--- config.mk ---
export PLATFORM = sky130hd
export DESIGN_NAME = cab_data_block_deframer_core
export DESIGN_NICKNAME = d
export VERILOG_FILES = /design/src/rtl/cabdd_pkg.sv /design/src/rtl/cab_data_block_deframer_core.sv /design/src/rtl/cabdd_parse.sv /design/src/rtl/cabdd_out_buf.sv
export SDC_FILE = /design/constraint.sdc
export NUM_CORES = 1
export LEC_CHECK = 0
export BUFFER_PORTS_ARGS = -buffer_cell sky130_fd_sc_hd__buf_2
export CAP_MARGIN = 20
export CORE_AREA = 2 2 230 323
export DETAILED_ROUTE_END_ITERATION = 10
export DIE_AREA = 0 0 232 325
export PLACE_DENSITY_LB_ADDON = 0.12
export SLEW_MARGIN = 20
export SYNTH_ARGS = -nofsm -noshare
export SYNTH_HDL_FRONTEND = slang
export SYNTH_HIERARCHICAL = 1
export SYNTH_SLANG_ARGS = --single-unit
--- constraint.sdc ---
create_clock -name clk -period 27.7 [get_ports clk]
set_clock_uncertainty 0.05 [all_clocks]
set_input_delay 4.155 -clock clk [delete_from_list [all_inputs] [get_ports clk]]
set_output_delay 4.155 -clock clk [all_outputs]
set_load 0.005 [all_outputs]
--- src/rtl/cabdd_pkg.sv ---
// Shared types and constants for the cabinet data block deframer.
`timescale 1ns / 1ps
package cabdd_pkg;

  localparam int MAX_PACKED = 65536;

  localparam logic [15:0] FULL_BLOCK_SIZE_RESET = 16'd32768;
  localparam logic [7:0]  RESERVED_BYTES_RESET  = 8'd0;

  localparam logic [0:0] CFG_RESERVED_BYTES  = 1'b0;
  localparam logic [0:0] CFG_FULL_BLOCK_SIZE = 1'b1;

  typedef enum logic [1:0] {
    ERR_NONE,
    ERR_OVERFLOW,
    ERR_CHECKSUM,
    ERR_UNPACKED
  } err_t;

  typedef struct packed {
    logic [7:0]  reserved_bytes;
    logic [15:0] full_block_size;
  } cfg_t;

  typedef struct packed {
    logic        payload_valid;
    logic [7:0]  payload_byte;
    logic        block_done;
    logic [15:0] unpacked_size;
    logic [16:0] packed_size;
    err_t        error_code;
  } result_t;

endpackage

--- src/rtl/cab_data_block_deframer_core.sv ---
// Top level of the cabinet data block deframer: config registers, parser, result buffer.
`timescale 1ns / 1ps
// Takes one byte of a folder's data record stream per clock while in_stall is low, and
// returns at most one word per byte: a passed-through payload byte, a block end with its
// sizes, or an error code. The parser is a single registered pass, so a byte can be
// accepted every cycle; the output register plus one skid entry let input continue while
// the output is stalled, and in_stall rises only when both are full. After an error the
// block drops all bytes until a byte with folder_start set. Payload bytes leave before
// the record's checksum is known, so the consumer discards a block when an error word
// follows. MAX_PACKED bounds the packed bytes gathered for one logical block.
module cab_data_block_deframer_core #(
  parameter int MAX_PACKED = cabdd_pkg::MAX_PACKED
) (
  input  logic        clk,
  input  logic        rst,
  input  logic        cfg_we,
  input  logic [0:0]  cfg_index,
  input  logic [15:0] cfg_data,
  input  logic        in_valid,
  output logic        in_stall,
  input  logic [7:0]  data_byte,
  input  logic        folder_start,
  output logic        out_valid,
  input  logic        out_stall,
  output logic        payload_valid,
  output logic [7:0]  payload_byte,
  output logic        block_done,
  output logic [15:0] unpacked_size,
  output logic [16:0] packed_size,
  output logic [1:0]  error_code
);
  import cabdd_pkg::*;

  cfg_t    cfg;
  result_t res, res_out;
  logic    res_push;
  logic    accept;
  logic    full;

  always_ff @(posedge clk) begin
    if (rst) begin
      cfg.reserved_bytes  <= RESERVED_BYTES_RESET;
      cfg.full_block_size <= FULL_BLOCK_SIZE_RESET;
    end else if (cfg_we) begin
      unique case (cfg_index)
        CFG_RESERVED_BYTES:  cfg.reserved_bytes  <= cfg_data[7:0];
        CFG_FULL_BLOCK_SIZE: cfg.full_block_size <= cfg_data;
        default: begin
        end
      endcase
    end
  end

  assign in_stall = full;
  assign accept   = in_valid && !in_stall;

  cabdd_parse #(
    .MAX_PACKED (MAX_PACKED)
  ) u_parse (
    .clk          (clk),
    .rst          (rst),
    .accept       (accept),
    .data_byte    (data_byte),
    .folder_start (folder_start),
    .cfg          (cfg),
    .res_push     (res_push),
    .res          (res)
  );

  cabdd_out_buf u_out_buf (
    .clk       (clk),
    .rst       (rst),
    .push      (accept && res_push),
    .res_in    (res),
    .full      (full),
    .out_valid (out_valid),
    .out_stall (out_stall),
    .res_out   (res_out)
  );

  assign payload_valid = res_out.payload_valid;
  assign payload_byte  = res_out.payload_byte;
  assign block_done    = res_out.block_done;
  assign unpacked_size = res_out.unpacked_size;
  assign packed_size   = res_out.packed_size;
  assign error_code    = res_out.error_code;

endmodule

--- src/rtl/cabdd_parse.sv ---
// Record parser, checksum folding and block checks, one byte per accept.
`timescale 1ns / 1ps
module cabdd_parse #(
  parameter int MAX_PACKED = cabdd_pkg::MAX_PACKED
) (
  input  logic              clk,
  input  logic              rst,
  input  logic              accept,
  input  logic [7:0]        data_byte,
  input  logic              folder_start,
  input  cabdd_pkg::cfg_t   cfg,
  output logic              res_push,
  output cabdd_pkg::result_t res
);
  import cabdd_pkg::*;

  typedef enum logic [1:0] {
    PH_HEADER,
    PH_PAYLOAD,
    PH_HALTED
  } phase_t;

  localparam logic [17:0] MAX_PACKED_18 = 18'(MAX_PACKED);

  phase_t      phase, phase_next, phase_in;
  logic [8:0]  header_count, header_count_next;
  logic [31:0] stored_sum, stored_sum_next;
  logic [15:0] record_packed, record_packed_next;
  logic [15:0] record_unpacked, record_unpacked_next;
  logic [15:0] payload_left, payload_left_next;
  logic [31:0] header_sum, header_sum_next;
  logic [31:0] payload_sum, payload_sum_next;
  logic [23:0] partial_word, partial_word_next;
  logic [1:0]  partial_count, partial_count_next;
  logic [16:0] packed_total, packed_total_next;
  logic        short_seen, short_seen_next;

  logic [8:0]  pos;
  logic [16:0] pt_in;
  logic        short_in;
  logic        pos_zero;
  logic [31:0] ss_base, hs_base;
  logic [15:0] rp_base, ru_base;
  logic [23:0] pw_base;
  logic [1:0]  pc_base;

  logic [31:0] ab_sum_in, ab_sum, ab_word;
  logic [23:0] ab_pw_in, ab_pw;
  logic [1:0]  ab_pc_in, ab_pc;

  logic [31:0] ss_hdr, hs_hdr, hs_fin, ps_fin;
  logic [15:0] rp_hdr, ru_hdr, pl_dec;
  logic [23:0] pw_hdr;
  logic [1:0]  pc_hdr;
  logic [8:0]  hdr_len;
  logic [9:0]  pos_inc;
  logic        hdr_end;
  logic        overflow;

  logic [31:0] cl_hs, cl_ps, cl_ss;
  logic [15:0] cl_rp, cl_ru;
  logic [16:0] cl_pt;
  logic        cl_sum_bad, cl_size_bad;

  assign phase_in = folder_start ? PH_HEADER : phase;
  assign pos      = folder_start ? 9'd0 : header_count;
  assign pt_in    = folder_start ? 17'd0 : packed_total;
  assign short_in = folder_start ? 1'b0 : short_seen;

  assign pos_zero = (pos == 9'd0);
  assign ss_base  = pos_zero ? 32'd0 : stored_sum;
  assign hs_base  = pos_zero ? 32'd0 : header_sum;
  assign rp_base  = pos_zero ? 16'd0 : record_packed;
  assign ru_base  = pos_zero ? 16'd0 : record_unpacked;
  assign pw_base  = pos_zero ? 24'd0 : partial_word;
  assign pc_base  = pos_zero ? 2'd0 : partial_count;

  // Shared fold unit: header bytes in header phase, payload bytes otherwise.
  assign ab_sum_in = (phase_in == PH_HEADER) ? hs_base : payload_sum;
  assign ab_pw_in  = (phase_in == PH_HEADER) ? pw_base : partial_word;
  assign ab_pc_in  = (phase_in == PH_HEADER) ? pc_base : partial_count;
  assign ab_word   = {data_byte, ab_pw_in[7:0], ab_pw_in[15:8], ab_pw_in[23:16]};

  always_comb begin
    if (ab_pc_in == 2'd3) begin
      ab_sum = ab_sum_in ^ ab_word;
      ab_pw  = 24'd0;
      ab_pc  = 2'd0;
    end else begin
      ab_sum = ab_sum_in;
      ab_pw  = {ab_pw_in[15:0], data_byte};
      ab_pc  = ab_pc_in + 2'd1;
    end
  end

  always_comb begin
    ss_hdr = ss_base;
    hs_hdr = hs_base;
    pw_hdr = pw_base;
    pc_hdr = pc_base;
    rp_hdr = rp_base;
    ru_hdr = ru_base;
    if (pos < 9'd4) begin
      case (pos[1:0])
        2'd0: ss_hdr[7:0]   = data_byte;
        2'd1: ss_hdr[15:8]  = data_byte;
        2'd2: ss_hdr[23:16] = data_byte;
        default: ss_hdr[31:24] = data_byte;
      endcase
    end else begin
      hs_hdr = ab_sum;
      pw_hdr = ab_pw;
      pc_hdr = ab_pc;
      if (pos == 9'd4) begin
        rp_hdr = {8'd0, data_byte};
      end else if (pos == 9'd5) begin
        rp_hdr = {data_byte, rp_base[7:0]};
      end else if (pos == 9'd6) begin
        ru_hdr = {8'd0, data_byte};
      end else if (pos == 9'd7) begin
        ru_hdr = {data_byte, ru_base[7:0]};
      end
    end
  end

  assign hdr_len  = 9'd8 + {1'b0, cfg.reserved_bytes};
  assign pos_inc  = {1'b0, pos} + 10'd1;
  assign hdr_end  = (pos_inc >= {1'b0, hdr_len});
  assign hs_fin   = hs_hdr ^ {8'd0, pw_hdr};
  assign overflow = ({2'b0, rp_hdr} + {1'b0, pt_in}) > MAX_PACKED_18;
  assign pl_dec   = payload_left - 16'd1;
  assign ps_fin   = ab_sum ^ {8'd0, ab_pw};

  // Record close checks, fed from the header path or the payload path.
  always_comb begin
    if (phase_in == PH_HEADER) begin
      cl_hs = hs_fin;
      cl_ps = 32'd0;
      cl_ss = ss_hdr;
      cl_rp = rp_hdr;
      cl_ru = ru_hdr;
    end else begin
      cl_hs = header_sum;
      cl_ps = ps_fin;
      cl_ss = stored_sum;
      cl_rp = record_packed;
      cl_ru = record_unpacked;
    end
  end

  assign cl_sum_bad  = (cl_ss != 32'd0) && ((cl_hs ^ cl_ps) != cl_ss);
  assign cl_pt       = pt_in + {1'b0, cl_rp};
  assign cl_size_bad = (cl_ru > cfg.full_block_size) || short_in;

  always_comb begin
    phase_next           = phase_in;
    header_count_next    = pos;
    stored_sum_next      = stored_sum;
    record_packed_next   = record_packed;
    record_unpacked_next = record_unpacked;
    payload_left_next    = payload_left;
    header_sum_next      = header_sum;
    payload_sum_next     = payload_sum;
    partial_word_next    = partial_word;
    partial_count_next   = partial_count;
    packed_total_next    = pt_in;
    short_seen_next      = short_in;
    res                  = '0;
    res_push             = 1'b0;
    unique case (phase_in)
      PH_HEADER: begin
        stored_sum_next      = ss_hdr;
        record_packed_next   = rp_hdr;
        record_unpacked_next = ru_hdr;
        header_sum_next      = hs_hdr;
        partial_word_next    = pw_hdr;
        partial_count_next   = pc_hdr;
        if (!hdr_end) begin
          header_count_next = pos_inc[8:0];
        end else begin
          header_count_next  = 9'd0;
          header_sum_next    = hs_fin;
          partial_word_next  = 24'd0;
          partial_count_next = 2'd0;
          payload_sum_next   = 32'd0;
          if (overflow) begin
            res_push       = 1'b1;
            res.error_code = ERR_OVERFLOW;
            phase_next     = PH_HALTED;
          end else if (rp_hdr != 16'd0) begin
            payload_left_next = rp_hdr;
            phase_next        = PH_PAYLOAD;
          end else if (cl_sum_bad) begin
            res_push       = 1'b1;
            res.error_code = ERR_CHECKSUM;
            phase_next     = PH_HALTED;
          end else begin
            packed_total_next = cl_pt;
            if (cl_ru != 16'd0) begin
              res_push = 1'b1;
              if (cl_size_bad) begin
                res.error_code = ERR_UNPACKED;
                phase_next     = PH_HALTED;
              end else begin
                short_seen_next   = short_in | (cl_ru != cfg.full_block_size);
                res.block_done    = 1'b1;
                res.unpacked_size = cl_ru;
                res.packed_size   = cl_pt;
                packed_total_next = 17'd0;
              end
            end
          end
        end
      end
      PH_PAYLOAD: begin
        res_push           = 1'b1;
        res.payload_valid  = 1'b1;
        res.payload_byte   = data_byte;
        payload_sum_next   = ab_sum;
        partial_word_next  = ab_pw;
        partial_count_next = ab_pc;
        payload_left_next  = pl_dec;
        if (pl_dec == 16'd0) begin
          payload_sum_next   = ps_fin;
          partial_word_next  = 24'd0;
          partial_count_next = 2'd0;
          if (cl_sum_bad) begin
            res.error_code = ERR_CHECKSUM;
            phase_next     = PH_HALTED;
          end else begin
            packed_total_next = cl_pt;
            phase_next        = PH_HEADER;
            if (cl_ru != 16'd0) begin
              if (cl_size_bad) begin
                res.error_code = ERR_UNPACKED;
                phase_next     = PH_HALTED;
              end else begin
                short_seen_next   = short_in | (cl_ru != cfg.full_block_size);
                res.block_done    = 1'b1;
                res.unpacked_size = cl_ru;
                res.packed_size   = cl_pt;
                packed_total_next = 17'd0;
              end
            end
          end
        end
      end
      PH_HALTED: begin
      end
      default: begin
      end
    endcase
  end

  always_ff @(posedge clk) begin
    if (rst) begin
      phase        <= PH_HEADER;
      header_count <= 9'd0;
      packed_total <= 17'd0;
      short_seen   <= 1'b0;
    end else if (accept) begin
      phase           <= phase_next;
      header_count    <= header_count_next;
      stored_sum      <= stored_sum_next;
      record_packed   <= record_packed_next;
      record_unpacked <= record_unpacked_next;
      payload_left    <= payload_left_next;
      header_sum      <= header_sum_next;
      payload_sum     <= payload_sum_next;
      partial_word    <= partial_word_next;
      partial_count   <= partial_count_next;
      packed_total    <= packed_total_next;
      short_seen      <= short_seen_next;
    end
  end

endmodule

--- src/rtl/cabdd_out_buf.sv ---
// Result register with one skid entry between the parser and the output channel.
`timescale 1ns / 1ps
module cabdd_out_buf (
  input  logic               clk,
  input  logic               rst,
  input  logic               push,
  input  cabdd_pkg::result_t res_in,
  output logic               full,
  output logic               out_valid,
  input  logic               out_stall,
  output cabdd_pkg::result_t res_out
);
  import cabdd_pkg::*;

  result_t skid;
  logic    skid_valid;
  logic    out_fire;

  assign out_fire = out_valid && !out_stall;
  assign full     = skid_valid;

  always_ff @(posedge clk) begin
    if (rst) begin
      out_valid  <= 1'b0;
      skid_valid <= 1'b0;
    end else if (skid_valid) begin
      if (out_fire) begin
        res_out    <= skid;
        skid_valid <= 1'b0;
      end
    end else if (push) begin
      if (!out_valid || out_fire) begin
        res_out   <= res_in;
        out_valid <= 1'b1;
      end else begin
        skid       <= res_in;
        skid_valid <= 1'b1;
      end
    end else if (out_fire) begin
      out_valid <= 1'b0;
    end
  end

endmodule

# Word-level counts from Yosys, hierarchy flattened
# Index checks and enable logic that the tools add are counted.
op_classes:
  n_addsub: 6
  n_lt_le_gt_ge: 4
  eq_ne: 15
  n_mux: 109
  bitwise_logic: 9
  reduce_logical: 31
op_table:
  columns: ["op", "count"]
  rows:
  - ["32-bit two-way mux", 12]
  - ["16-bit two-way mux", 15]
  - ["45-bit two-way mux", 4]
  - ["24-bit two-way mux", 6]
  - ["36-bit two-way mux", 4]
  - ["17-bit two-way mux", 8]
  - ["34-bit two-way mux", 3]
  - ["36-bit one-hot mux with 2 select lines", 1]
  - ["32-bit one-hot mux with 2 select lines", 1]
  - ["32-bit by 24-bit XOR with 32-bit output", 2]
  - ["32-bit XOR", 2]
  - ["24-bit one-hot mux with 2 select lines", 1]
  - ["2-bit two-way mux", 20]
  - ["9-bit by 3-bit == test with 1-bit output, second input constant", 4]
  - ["9-bit two-way mux", 4]
  - ["17-bit one-hot mux with 2 select lines", 1]
  - ["8-bit two-way mux", 4]
  - ["32-bit != test", 1]
  - ["16-bit one-hot mux with 2 select lines", 1]
  - ["16-bit nonzero test", 2]
  - ["32-bit nonzero test", 1]
  - ["1-bit two-way mux", 20]
  - ["16-bit by 17-bit adder with 18-bit output", 1]
  - ["18-bit by 17-bit greater-than comparator with 1-bit output, second input constant", 1]
  - ["other kinds (29)", 55]
totals:
  reg_bits: 315
  in_bits: 31
  output_inout_bits: 47
  elab_cells: 202

# Longest topological paths before layout
# Gate-level depths: netlist (run 1).
logic_depth:
  depth_word: 21
  mapped_depth: 31
  depth_no_buf: 25

# Hierarchy
# Netlist (run 1), hierarchy kept.
by_module_without_submodules:
  columns: ["mod", "n_inst", "cells_each", "area_each_um2", "seq_area_each_um2"]
  rows:
  - ["cabdd_parse", 1, 2115, 17169.0, 5685.5]
  - ["cabdd_out_buf", 1, 152, 3343.2, 2742.6]
  - ["cab_data_block_deframer_core", 1, 101, 1063.5, 480.5]

# Worst setup path after synthesis (run 1)
# OpenSTA, ideal clock, no wires.
synth_path:
  kind: "input to register"
  start: "input folder_start"
  end: "register u_out_buf/skid[0] in the netlist's numbering, enable pin"
  setup_time_ps: 504
  t_arrival_ps: 12297
  setup_slack_ps: 14850
  path_stages: 29
  n_path_buf: 9
  cell_sequence: "buf_2 -> inv_1 -> clkbuf_1 -> nand2_1 -> ha_1 -> o2111a_1 -> buf_2 -> nand2_1 -> clkbuf_1 -> and2_1 -> ha_1 -> clkbuf_1 -> clkbuf_1 -> clkbuf_1 -> buf_1 -> nor2_1 -> a21oi_1 -> xor2_1 -> a211oi_1 -> xnor2_1 -> nor4_2 -> a31o_1 -> buf_4 -> a21oi_1 -> nor2_1 -> o31ai_1 -> and2_1 -> nand2b_1 -> nor3_1"
synth_between:
  elab_chain_cells: 19
  elab_cells_between_ends: 67
  cone_classes: "add/sub (2); order compare (3); eq/ne (9); mux (39); bitwise (4); reduce/logical (10)"
synth_rtl:
  columns: ["element", "line_no", "source"]
  rows:
  - ["start, declared", "cab_data_block_deframer_core.sv:22", "input logic folder_start,"]
  - ["branches (longest 16 deep; another with 16-bit by 17-bit adder with 18-bit output)", null, null]
  - ["1-bit one-hot mux with 2 select lines (*)", "cabdd_parse.sv:170", "unique case (phase_in)"]
  - ["net res_push", "cab_data_block_deframer_core.sv:36", "logic res_push;"]
  - ["1-bit logical AND (*)", "cab_data_block_deframer_core.sv:73", ".push (accept && res_push),"]
  - ["4-bit AND reduction (no source line) (*)", null, null]
  - ["end signal, assigned", "cabdd_out_buf.sv:36", "skid <= res_in;"]
  - ["end, declared", "cabdd_out_buf.sv:15", "result_t skid;"]
# Mark *: on every way through the listed nets, which the timed path passes.
# A chain may end at the register's enable or synchronous reset.

# Worst setup path in the final report (run 1)
layout_path:
  start: "input folder_start"
  end: "register, netlist name u_out_buf/res_out[15]"
layout_between:
  elab_chain_cells: 20
  elab_cells_between_ends: 68
  cone_classes: "add/sub (2); order compare (3); eq/ne (9); mux (39); bitwise (4); reduce/logical (11)"
layout_rtl:
  columns: ["element", "line_no"]
  rows:
  - ["branches (longest 16 deep; another with 16-bit by 17-bit adder with 18-bit output)", null]
  - ["1-bit one-hot mux with 2 select lines (*)", "cabdd_parse.sv:170"]
  - ["net res_push", "cab_data_block_deframer_core.sv:36"]
  - ["1-bit logical AND (*)", "cab_data_block_deframer_core.sv:73"]
  - ["2-bit nonzero test (no source line) (*)", null]
  - ["4-bit AND reduction (no source line) (*)", null]
# Marked as above.

==> flow_summary.yaml, run 1 <==
cts:
  cts_buffers: 37
  cts_setup_buffers: 0
  ctsLongestPathBuffers: 3
  clock_sinks: 315
  ctsResizeCount: 0
  root_buffer: "clkbuf_16"
  clk_pin_slew_ns: 0.06
  cts_tree: "yes"
  htree_levels: 2
  hold_buffers: 0
  clk_latency_ns: 0.59
die:
  num_rows: 117
  ioPinCount: 78
  initial_utilization_pct: 29.8
  die_area_mm2: 0.0754
  dieWidth_um: 232
  core_mm2: 0.0725
  die_h_um: 325
synthesis:
  synth_fa_ha_area_share_pct: 4.01
  yosysTopAreaCell: "edfxtp_1"
  ys.flop_type: "edfxtp_1"
  synth_edf_count: 260
  synthSimpleGateAreaFrac_pct: 18.9
  synth_warnings: 6
  avgSynthCellArea_um2: 9.11
  synth_seq_cells: 315
  syn_inst: 2368
  netlist_area_mm2: 0.0216
  yosysTopAreaCellShare_pct: 36.2
  synth_commonest_cells: "edfxtp_1, nand2_1, nor2_1"
  synth_mux_area_share_pct: 4.29
  synth_xor_area_share_pct: 7.52
  ys_types: 94
  synth_top_cells_by_area: "edfxtp_1, dfxtp_1, xnor2_1"
  async_flop_share_pct: 0
  synth_top_family_by_area: "compound AO/OA/AOI/OAI gates"
  ys_seq_area_share_pct: 41.3
  synth_nets: 2467
  synth.most_common_cell: "edfxtp_1"
  synth-compound-area-share_pct: 19.2
place:
  hpwl_um: 54100
  gp_congestion: 0.856
  port_buffers: 77
  dp_cells: 3300
  place_ws_ns: 14.66
  dpl-instance-area_mm2: 0.0230
global_routing:
  grt_max_degree: 158
  overflow: 0
  grt_pass1_wl_um: 118000
  antenna_found_initial: 1
  gr-usage-all-layers_pct: 20.7
  grt_pass1_vias: 18500
drt:
  ant_nets: 0
  dr.pass1.iters: 6
  vias: 18600
  drt_first_iter_violations: 1518
  post_drt_wl_per_cell_um: 23.6
  routed_via_density: 5.52
  routed_wl_um: 79400
  post-route-drc-count: 0
critical_path:
  worstSetupStartpointType: "primary input"
  cpPeakStageDelay_ns: 0.80
  worstPathMaxFanout: 48
  worstPathArrival_ns: 12.71
  cpMostUsedCell: "buf_4"
  path_class: "primary input to register"
  slowest_stage: "a221oi_4"
  cp-end-kind: "register"
  required_ns: 27.89
flow_run:
  drv_cap: 0
sta:
  maxSlewHeadroom_pct: 32.1
  worst_slack_ns: 15.18
  slew_violations: 0
  holdWs_ns: 0.398
  rsz0062_at_grt: "no"
  min_period_over_period_pct: 45.2
  fin_tns_setup_ns: 0
  tightest_slew_ns: 1.02
  finalSetupViolCount: 0
  hold_viol: 0
  max_freq_mhz: 79.8
  min_period_ns: 12.52
run_status:
  status: "finished, final reports clean"
worst_hold_path:
  hp-class: "register to register"
cells_and_area:
  final_area_mm2: 0.0242
  finalNonFillerCells: 3367
  syn_to_final_growth_pct: 12.0
  final_core_util_pct: 33.4
  n_antenna_cell: 0
  layout-drive-gt1-share_pct: 11.3
  nets: 2486
power_and_ir_drop:
  cellLeakagePower_nw: 8.80
  vdd_drop_max_mv: 0.0323
  powerDensity_mw_per_mm2: 50.6
  power_mw: 1.22
[cell families after synthesis]
family | after synthesis
AND/OR/NAND/NOR | 842
AO/OA/AOI/OAI | 626
flip-flops | 315
buffers and inverters | 249
XOR/XNOR | 182
multiplexers | 86
adder cells (fa/ha/maj) | 68
[layer usage]
| layer | vias to the layer above | routed length [µm] | track usage, % |
|---|---|---|---|
| li1 | 8717 | - | - |
| met3 | 156 | 3820 | 2.69 |
| met4 | 0 | 3230 | 8.61 |
| met1 | 9087 | 32000 | 24.6 |
| met5 | - | 0 | 0 |
| met2 | 628 | 40300 | 37.3 |
[path summary, 6_finish.rpt]
path | endpoint | cells past startpoint | from | slack [ns]
worst max-delay path | u_out_buf/res_out[15] | 29 | folder_start | 15.18
worst min-delay path | u_parse/packed_total[16] | 2 | u_parse/packed_total[16] | 0.40
worst max register to register | u_out_buf/res_out[15] | 26 | u_parse/header_count[1] | 19.24
worst min register to register | u_parse/packed_total[16] | 2 | u_parse/packed_total[16] | 0.40
[report_power, final]
part	leakage (nW)	total (mW)	internal (mW)	switching [mW]
logic	5.29	0.186	0.0601	0.126
clock network	0.575	0.500	0.277	0.223
registers	2.93	0.537	0.526	0.0112
total	8.80	1.22	0.863	0.359
[registers in the layout, indices dropped and copies added (netlist names)]
name / cells
u_parse/payload_sum: 32
u_parse/payload_left: 16
u_out_buf/out_valid: 1
u_parse/record_packed: 16
u_parse/partial_count: 2
u_parse/packed_total: 17
u_parse/header_sum: 32
u_out_buf/res_out: 45
cfg: 24
u_parse/phase: 2
u_parse/record_unpacked: 16
u_out_buf/full: 1
u_parse/header_count: 9
u_parse/stored_sum: 32
u_parse/short_seen: 1
u_parse/partial_word: 24
u_out_buf/skid: 45
[worst max-delay path, delay by kind of cell]
kind / cells / cell delay, ns
buf+inv: 8 / 3.12
compound gates: 7 / 2.39
simple gates: 10 / 1.91
xor+xnor: 2 / 0.27
fa+ha+maj: 2 / 0.74
[layout make-up]
cell class / count / area (µm²)
well taps: 952 / 1190
clock inverters: 24 / 236
multi-input cells: 1804 / 11700
inverters: 104 / 390
fillers: 7477 / 48300
repair buffers: 125 / 758
clock buffers: 43 / 948
flip-flops and latches: 315 / 8910
[cell usage in the layout, fill, tap and decap left out, types with 21 or more instances in the layout]
cell type	netlist	routed
a21oi_1	145	142
o22ai_1	32	31
nand2_1	229	229
xor2_1	63	63
nand4_1	21	21
clkbuf_16	0	37
nor2_1	225	223
nor2b_1	70	69
a22o_1	36	36
xnor2_1	117	117
mux2i_1	34	34
dfxtp_1	55	54
buf_4	2	47
nor4_1	24	24
inv_1	100	100
nand2b_1	39	39
nand3_1	87	87
a21o_1	22	21
edfxtp_1	260	260
ha_1	66	65
and3_1	34	34
a31oi_1	42	42
o211ai_1	22	22
a22oi_1	42	42
o21ai_0	136	136
nor3_1	39	38
mux2_2	51	51
buf_2	23	77
No activity file was read; power rests on OpenSTA's default activity.
==> run 2, diff against run 1 <==
clock period = 13 ns   (was 27.7 ns; I/O delays follow)
==> flow_summary.yaml, run 2 (same netlist as run 1, synthesis figures left out) <==
drt:
  routed_wl_um: 79200
  post_drt_wl_per_cell_um: 23.5
  drt_first_iter_violations: 1539
  ant_nets: 0
  post-route-drc-count: 0
  routed_via_density: 5.52
  vias: 18600
  dr.pass1.iters: 6
die:
  core_mm2: 0.0725
  dieWidth_um: 232
  initial_utilization_pct: 29.8
  ioPinCount: 78
  die_h_um: 325
  num_rows: 117
  die_area_mm2: 0.0754
power_and_ir_drop:
  cellLeakagePower_nw: 8.83
  vdd_drop_max_mv: 0.0738
  powerDensity_mw_per_mm2: 110
cts:
  htree_levels: 2
  root_buffer: "clkbuf_16"
  ctsLongestPathBuffers: 3
  cts_setup_buffers: 0
  clk_pin_slew_ns: 0.06
  ctsResizeCount: 0
  clock_sinks: 315
  clk_latency_ns: 0.58
  cts_buffers: 37
  hold_buffers: 0
  cts_tree: "yes"
sta:
  finalSetupViolCount: 0
  tightest_slew_ns: 0.990
  rsz0062_at_grt: "no"
  min_period_over_period_pct: 75.3
  fin_tns_setup_ns: 0
  maxSlewHeadroom_pct: 33.2
  min_period_ns: 9.79
  max_freq_mhz: 102
  hold_viol: 0
  slew_violations: 0
place:
  hpwl_um: 54700
  dpl-instance-area_mm2: 0.0229
  port_buffers: 77
  gp_congestion: 0.895
critical_path:
  path_class: "primary input to register"
  worstPathMaxFanout: 41
  worstSetupStartpointType: "primary input"
  worstPathArrival_ns: 9.99
  cp-end-kind: "register"
  required_ns: 13.20
cells_and_area:
  nets: 2485
  final_area_mm2: 0.0242
  final_core_util_pct: 33.4
  final_cell_mix: "edfxtp_1, nand2_1, nor2_1, a21oi_1, o21ai_0"
  final_common_cell: "edfxtp_1"
  nFillCells: 7469
  layout-drive-gt1-share_pct: 11.3
  largestRegisters: "u_out_buf/res_out (45), u_out_buf/skid (45)"
  syn_to_final_growth_pct: 12.2
global_routing:
  gr-usage-all-layers_pct: 20.7
  grt_pass1_wl_um: 119000
  grt_pass1_vias: 18600
  overflow: 0
  grt_max_degree: 69
  antenna_found_initial: 0
flow_run:
  drv_cap: 0
run_status:
  status: "finished, final reports clean"
worst_hold_path:
  hp-class: "register to register"
-- run 2: layer usage --
metal | wire length [µm] | vias to the layer above | global-route usage (%)
li1 | - | 8718 | -
met1 | 31600 | 9083 | 24.2
met2 | 40400 | 616 | 37.3
met3 | 3870 | 182 | 2.91
met4 | 3340 | 0 | 8.79
met5 | 0 | - | 0
-- run 2: critical path, stage by stage --
cell      delay [ns]
buf_2           0.08
buf_4           0.43
inv_1           0.38
nand2_1         0.24
ha_1            0.46
clkinv_1        0.16
a211oi_1        0.54
nand2_1         0.29
and3_1          0.27
a21oi_1         0.21
inv_1           0.08
ha_1            0.23
fa_1            0.50
a21oi_1         0.17
o21ai_0         0.15
a211oi_1        0.42
nor4_1          0.11
o21ai_0         0.32
nand3_1         0.12
and4_1          0.20
o22ai_1         0.59
nor2_1          0.13
o31ai_1         0.24
and2_1          0.19
nand2b_1        0.14
a221oi_4        0.85
buf_4           0.46
-- run 2: worst paths after layout --
path | from | end | slack (ns) | cells past startpoint
hold reg to reg | u_parse/packed_total[0] | u_parse/packed_total[0] | 0.41 | 2
setup reg to reg | u_parse/header_count[8] | u_out_buf/res_out[17] | 5.08 | 23
setup / recovery | folder_start | u_out_buf/res_out[17] | 3.21 | 27
hold / removal | u_parse/packed_total[0] | u_parse/packed_total[0] | 0.41 | 2
-- run 2: final cells by class --
class                      count  area (µm²)  share of cell area [%]
timing repair buffer         124         738                    3.05
clock buffer                  51        1070                    4.43
clock inverter                17         190                   0.785
multi-input combinational   1804       11700                    48.4
tap                          952        1190                    4.92
antenna                        1        2.50                  0.0103
sequential                   315        8910                    36.8
inverter                     104         390                    1.61
-- run 2: where the power goes --
group,internal (mW),switching [mW]
Combinational,0.127,0.266
Clock,0.644,0.475
Sequential,1.12,0.0245
-- run 2: metrics by stage --
step | setup slack, ns | std cells | power (mW) | hold slack, ns
2_1_floorplan | 2.35 | 2368 | 1.41 | 0.367
3_3_place_gp | 2.83 | 3298 | 1.56 | 0.383
3_5_place_dp | 2.55 | 3299 | 1.56 | 0.392
4_1_cts | 3.18 | 3367 | 2.69 | 0.408
5_1_grt | 2.52 | 3367 | 2.76 | 0.446
6_report | 3.21 | 3368 | 2.66 | 0.405
